## config.mk

```make
export PLATFORM = sky130hd
export DESIGN_NAME = debounced_radio_button_latch_core
export DESIGN_NICKNAME = d
export VERILOG_FILES = /design/src/rtl/core/drbl_pkg.sv /design/src/rtl/core/drbl_debounce.sv /design/src/rtl/core/debounced_radio_button_latch_core.sv
export SDC_FILE = /design/constraint.sdc
export NUM_CORES = 1
export LEC_CHECK = 0
export ABC_AREA = 1
export ABC_CLOCK_PERIOD_IN_PS = 5920
export BUFFER_PORTS_ARGS = -buffer_cell sky130_fd_sc_hd__buf_2
export CAP_MARGIN = 5
export CORE_MARGIN = 2
export CORE_UTILIZATION = 55
export DETAILED_ROUTE_END_ITERATION = 7
export PLACE_DENSITY = 0.81
export SYNTH_ARGS = -nofsm -noshare
export SYNTH_HDL_FRONTEND = slang
export SYNTH_SLANG_ARGS = --single-unit
```

## constraint.sdc

```tcl
create_clock -name clk -period 5.92 [get_ports clk]
set_input_delay 0 -clock clk [delete_from_list [all_inputs] [get_ports clk]]
set_output_delay 0 -clock clk [all_outputs]
set_load 0.02 [all_outputs]
```

## src/rtl/core/drbl_pkg.sv

```systemverilog
package drbl_pkg;

  localparam int CHANNELS    = 16;
  localparam int GROUP_COUNT = 5;
  localparam int GROUP_WIDTH = 3;

  localparam int RAW_W = 16;
  localparam int CNT_W = 9;
  localparam int DEB_W = 8;

  localparam logic [CNT_W-1:0] CNT_MAX   = {CNT_W{1'b1}};
  localparam logic [DEB_W-1:0] DEB_RESET = DEB_W'(20);

  typedef logic [CHANNELS-1:0] chan_vec_t;
  typedef logic [CNT_W-1:0]    cnt_t;
  typedef logic [DEB_W-1:0]    deb_t;

endpackage

```

## src/rtl/core/drbl_debounce.sv

```systemverilog
module drbl_debounce (
  input  logic                clk,
  input  logic                rst_n,
  input  logic                advance,
  input  drbl_pkg::chan_vec_t raw,
  input  drbl_pkg::deb_t      debounce_ticks,
  output drbl_pkg::chan_vec_t rise
);
  import drbl_pkg::*;

  chan_vec_t prev_r;
  chan_vec_t stable_r;
  chan_vec_t stable_nxt;
  cnt_t      cnt_r   [CHANNELS];
  cnt_t      cnt_nxt [CHANNELS];

  always_comb begin
    for (int i = 0; i < CHANNELS; i++) begin
      if (raw[i] != prev_r[i]) begin
        cnt_nxt[i] = '0;
      end else if (cnt_r[i] == CNT_MAX) begin
        cnt_nxt[i] = CNT_MAX;
      end else begin
        cnt_nxt[i] = cnt_r[i] + cnt_t'(1);
      end
      if ((cnt_nxt[i] > cnt_t'(debounce_ticks)) && (raw[i] != stable_r[i])) begin
        stable_nxt[i] = raw[i];
        rise[i]       = raw[i];
      end else begin
        stable_nxt[i] = stable_r[i];
        rise[i]       = 1'b0;
      end
    end
  end

  always_ff @(posedge clk) begin
    if (!rst_n) begin
      prev_r   <= '0;
      stable_r <= '0;
      for (int i = 0; i < CHANNELS; i++) begin
        cnt_r[i] <= CNT_MAX;
      end
    end else if (advance) begin
      prev_r   <= raw;
      stable_r <= stable_nxt;
      for (int i = 0; i < CHANNELS; i++) begin
        cnt_r[i] <= cnt_nxt[i];
      end
    end
  end

endmodule

```

## src/rtl/core/debounced_radio_button_latch_core.sv

```systemverilog
// Path: an accepted input word passes the input register, then the result register.
// Throughput: one word per cycle while out_tready does not stall it; the per-channel
// debounce and group exclusion sit in one stage between the input and result registers.
// Reset (rst_n low at a clock edge): counters saturated, levels and latches
// cleared, debounce threshold back to 20, both registers empty.
module debounced_radio_button_latch_core (
  input  logic        clk,
  input  logic        rst_n,
  input  logic        in_tvalid,
  output logic        in_tready,
  input  logic [15:0] in_tdata,   // [15:0] raw_buttons
  output logic        out_tvalid,
  input  logic        out_tready,
  output logic [15:0] out_tdata,  // [15:0] latched_word
  output logic        out_tuser,  // [0] word_changed
  input  logic        cfg_valid,
  output logic        cfg_ready,
  input  logic [7:0]  cfg_data
);
  import drbl_pkg::*;

  logic      in_v_r;
  chan_vec_t raw_r;
  deb_t      deb_r;
  logic      advance;
  chan_vec_t rise;
  chan_vec_t fresh;
  chan_vec_t latch_r;
  chan_vec_t latch_nxt;
  logic      out_v_r;
  logic      changed_r;

  function automatic logic groups_ok(chan_vec_t w);
    logic ok;
    int   n;
    ok = 1'b1;
    for (int g = 0; g < GROUP_COUNT; g++) begin
      n = 0;
      for (int j = 0; j < GROUP_WIDTH; j++) begin
        if ((g * GROUP_WIDTH + j) < CHANNELS) begin
          n = n + int'(w[g * GROUP_WIDTH + j]);
        end
      end
      if (n > 1) begin
        ok = 1'b0;
      end
    end
    return ok;
  endfunction

  assign advance   = in_v_r && (!out_v_r || out_tready);
  assign in_tready = !in_v_r || advance;
  assign cfg_ready = 1'b1;

  drbl_debounce u_debounce (
    .clk            (clk),
    .rst_n          (rst_n),
    .advance        (advance),
    .raw            (raw_r),
    .debounce_ticks (deb_r),
    .rise           (rise)
  );

  assign fresh = rise & ~latch_r;

  always_comb begin
    int win;
    latch_nxt = latch_r | rise;
    for (int g = 0; g < GROUP_COUNT; g++) begin
      win = -1;
      for (int j = 0; j < GROUP_WIDTH; j++) begin
        if ((g * GROUP_WIDTH + j) < CHANNELS && fresh[g * GROUP_WIDTH + j]) begin
          win = g * GROUP_WIDTH + j;
        end
      end
      if (win >= 0) begin
        for (int j = 0; j < GROUP_WIDTH; j++) begin
          if ((g * GROUP_WIDTH + j) < CHANNELS && (g * GROUP_WIDTH + j) != win) begin
            latch_nxt[g * GROUP_WIDTH + j] = 1'b0;
          end
        end
      end
    end
  end

  always_ff @(posedge clk) begin
    if (!rst_n) begin
      in_v_r  <= 1'b0;
      out_v_r <= 1'b0;
      latch_r <= '0;
      deb_r   <= DEB_RESET;
    end else begin
      if (cfg_valid) begin
        deb_r <= cfg_data;
      end
      if (in_tready) begin
        in_v_r <= in_tvalid;
      end
      if (advance) begin
        out_v_r <= 1'b1;
        latch_r <= latch_nxt;
      end else if (out_tready) begin
        out_v_r <= 1'b0;
      end
    end
  end

  always_ff @(posedge clk) begin
    if (in_tready && in_tvalid) begin
      raw_r <= chan_vec_t'(in_tdata);
    end
    if (advance) begin
      changed_r <= (latch_nxt != latch_r);
    end
  end

  assign out_tvalid = out_v_r;
  assign out_tdata  = latch_r[15:0];
  assign out_tuser  = changed_r;

  a_group_exclusive: assert property (@(posedge clk) disable iff (!rst_n)
    groups_ok(latch_r))
    else $error("more than one latch set in a group");

  a_changed_flag: assert property (@(posedge clk) disable iff (!rst_n)
    advance |=> (out_tuser == (latch_r != $past(latch_r))))
    else $error("changed flag disagrees with latch word");

  a_latch_from_rise: assert property (@(posedge clk) disable iff (!rst_n)
    advance |=> ((latch_r & ~$past(latch_r) & ~$past(rise)) == '0))
    else $error("latch set without a stable rising edge");

  a_hold_when_idle: assert property (@(posedge clk) disable iff (!rst_n)
    !advance |=> $stable(latch_r))
    else $error("latch word moved without an item");

endmodule

```

==> run_results.csv <==
group,metric,value,unit
cells_and_area,num-nets-final,1998,
timing,period_share,0.633,
cells_and_area,antenna_cells,0,
power_and_ir_drop,clkPwrFrac,0.335,
grt,met2_usage,0.430,
clocking,cts.sinks,219,
timing,tightest_slew,1210,ps
timing,hold_viol,0,
drt,drc,0,
grt,grt_pass1_vias,12000,
synthesis,yosysWarnings,0,
die,num_rows,59,
clocking,cts_tree,"built",
grt,antenna_found_initial,0,
setup_path,cp-end-kind,"register",
die,die_h,167,microns
setup_path,cp_data_required_time,6190,ps
job,maxCapViolCount,0,
setup_path,start_kind,"register",
setup_path,worstSetupPathType,"register to register",
synthesis,synth_top_family_by_area,"simple AND/OR/NAND/NOR gates",
grt,use_met1,0.304,
power_and_ir_drop,peakVddDrop,0.266,mV
drt,dr.pass1.iters,6,
power_and_ir_drop,switching_power,0.00139,W
setup_path,crit_fanout,7,
drt,viasPerCell,5.61,
setup_path,cp_num_buf_inv,3,
cells_and_area,multiInputGateArea,7590,sq um
timing,min_period,3750,ps
synthesis,yosysUniqueCellTypes,43,
power_and_ir_drop,internal-power,0.00306,W
clocking,h-tree-depth,1,
placed_design,port_buffers,47,
hold_path,hp-class,"input port to register",
setup_path,worst_ep_arrival_time,4020,ps
power_and_ir_drop,p_leak,7.73,nW
grt,track_usage,0.246,
timing,fmax,0.267,GHz
synthesis,synthCells,1739,
synthesis,synth_nets,1912,
clocking,clk_pin_slew_worst_paths,60,ps
timing,slew_viol_final,0,
die,core,26100,sq um
drt,ant_nets,0,
synthesis,synthXorXnorAreaFrac,0.0523,
timing,setup_viol,0,
grt,grt_pass1_wl,56800,microns
power_and_ir_drop,netSwitchingFraction,0.313,
clocking,clockBufferDepth,3,
power_and_ir_drop,seq_power_share,0.414,
setup_path,rrSetupSlack,2170,ps
die,die_w,167,microns
synthesis,post_synth.cell_area_avg,8.37,sq um
synthesis,synthSimpleGateAreaFrac,0.245,
synthesis,synth.mux.area_fraction,0,
cells_and_area,nFillCells,2110,
cells_and_area,layout-drive-gt1-share,0.124,
synthesis,synth_top_flop_cell,"edfxtp_1",
die,die-area,27800,sq um
grt,grt_max_degree,62,
clocking,cts-root-buf,"clkbuf_16",
die,start_util,0.559,
drt,routed_wl,34400,microns
setup_path,crit_family,"simple AND/OR/NAND/NOR gates",
setup_path,slowest_stage,"edfxtp_1",
die,io_pins,49,
setup_path,critPathMaxStageDelay,450,ps
power_and_ir_drop,combPwrFrac,0.251,
timing,finClkSkew,8.83,ps
synthesis,netlist_area,14600,sq um
setup_path,cp_common_cell,"nand2_1",
clocking,numCtsBuffers,24,
grt,grtUsageMet3,0.0364,
grt,overflow,0,
synthesis,synth-seq-area-share,0.412,
timing,fin_tns_setup,0,ps
cells_and_area,syn2layout_area_growth,12.1,%
synthesis,synth_compound_area_frac,0.0987,
placed_design,hpwl,22600,microns
clocking,clk_latency,520,ps
synthesis,synth_edf_count,161,
synthesis,ys_seq_elements,219,
grt,grt_most_used_layer,"met2",
timing,slew_headroom,0.193,
synthesis,async_flop_share,0,
drt,drtIter0Drc,871,
synthesis,synthAdderAreaFrac,0.124,
drt,vias,12200,
setup_path,crit_chain,"ha_1, nand3_1, nor2_1, nand3_1, inv_2, nand2_1, inv_1, o21ai_0, inv_1, ha_1, nand4_1, o21a_1, o21ai_1, nand2_1, nand2_1, nand2_1, nand2_1, nand2_1, nand3_1, nand2_1, nor2_1, nand2_1, nor2_1, nand3_1",
drt,routedWlPerCell,15.8,microns
run_status,status,"finished, final reports clean",
power_and_ir_drop,power_density,273,nW/um^2
placed_design,gp_congestion,0.881,
timing,rsz0062_at_grt,"false",
power_and_ir_drop,power,0.00445,W
cells_and_area,final-seq-area,6000,sq um
## routing by layer
| metal | up-vias | share of wire |
|---|---|---|
| li1 | 6018 | - |
| met3 | 97 | 0.060 |
| met2 | 358 | 0.48 |
| met1 | 5749 | 0.42 |
| met4 | 0 | 0.038 |
| met5 | - | 0 |
## cell families after synthesis
group           after synthesis
simple gates                771
xor+xnor                     86
fa+ha+maj                   144
compound gates              255
flops                       219
buf+inv                     263
other cells                   1
## Yosys cell counts, types with 9 or more instances
cell type | instances | share of area
nand3_2 | 9 | 0.0062
or2_2 | 69 | 0.030
dfxtp_1 | 58 | 0.080
nor2_1 | 74 | 0.019
inv_2 | 19 | 0.0049
clkbuf_1 | 30 | 0.0077
a21oi_1 | 123 | 0.042
a21o_1 | 13 | 0.0067
nor3_1 | 17 | 0.0058
nand3_1 | 131 | 0.045
xor2_1 | 51 | 0.031
ha_1 | 144 | 0.12
nand2_2 | 12 | 0.0052
a311oi_1 | 14 | 0.0084
and3_1 | 11 | 0.0047
edfxtp_1 | 161 | 0.33
o21ai_0 | 78 | 0.027
nand2_1 | 399 | 0.10
inv_1 | 213 | 0.055
xnor2_1 | 34 | 0.020
nand4_1 | 24 | 0.010
## per-stage QoR
stage / cells / hold slack [ps] / instance area (sq um) / setup WS (ps) / util
floorplan: 1739 / 98.9 / 14600 / 549 / -
global placement: 2096 / 177 / 15200 / 2440 / 0.581
detailed placement: 2096 / 178 / 15200 / 2340 / 0.581
CTS: 2178 / 166 / 16300 / 2310 / 0.626
global route: 2178 / 188 / 16300 / 1930 / 0.626
finish: 2178 / 187 / 16300 / 2170 / 0.626
## final cells by class
| type | count | share of cell area |
|---|---|---|
| repair buffers | 91 | 0.0405 |
| clock buffers | 38 | 0.0464 |
| flip-flops and latches | 219 | 0.367 |
| multi-input cells | 1257 | 0.465 |
| well taps | 335 | 0.0257 |
| inverters | 232 | 0.0534 |
| clock inverters | 6 | 0.00192 |
## flip-flops by register name, summed over array words and instances, names as in the netlist
signal	flops
out_tuser	1
out_tvalid	1
u_debounce.cnt_r	144
out_tdata	16
u_debounce.stable_r	16
raw_r	16
deb_r	8
u_debounce.prev_r	16
in_v_r	1
## power groups by stage
stage / sequential (W) / combinational, W / clock [W]
after floorplan: 0.00187 / 0.000820 / 0
after global placement: 0.00187 / 0.00103 / 0
after detailed placement: 0.00187 / 0.00108 / 0
after CTS: 0.00184 / 0.00111 / 0.00152
after global routing: 0.00185 / 0.00127 / 0.00158
final: 0.00184 / 0.00112 / 0.00149
## layout by cell type, fill, tap and decap left out, types with 34 or more instances in the layout
cell type	count
dfxtp_1	58
xor2_1	51
xnor2_1	34
dlygate4sd3_1	38
or2_2	69
nor2_1	73
nand2_1	398
buf_2	47
edfxtp_1	161
o21ai_0	78
ha_1	144
a21oi_1	123
inv_1	213
nand3_1	131
## worst paths after layout
| kind | startpoint | endpoint | cells after the start |
|---|---|---|---|
| max | u_debounce.cnt_r[0][18]$_SDFFCE_PN1P_ | out_tuser$_DFFE_PP_ | 24 |
| min | in_tdata[14] | raw_r[14]$_DFFE_PP_ | 2 |
| max reg2reg | u_debounce.cnt_r[0][18]$_SDFFCE_PN1P_ | out_tuser$_DFFE_PP_ | 24 |
| min reg2reg | out_tdata[15]$_SDFFE_PN0P_ | out_tdata[15]$_SDFFE_PN0P_ | 2 |
## repair_timing
action	in CTS	in global routing
endpoints found under the hold margin	26	0
hold buffers	38	0
setup buffers	0	0
gates resized for setup	0	0
(Power assumes the default switching activity.)
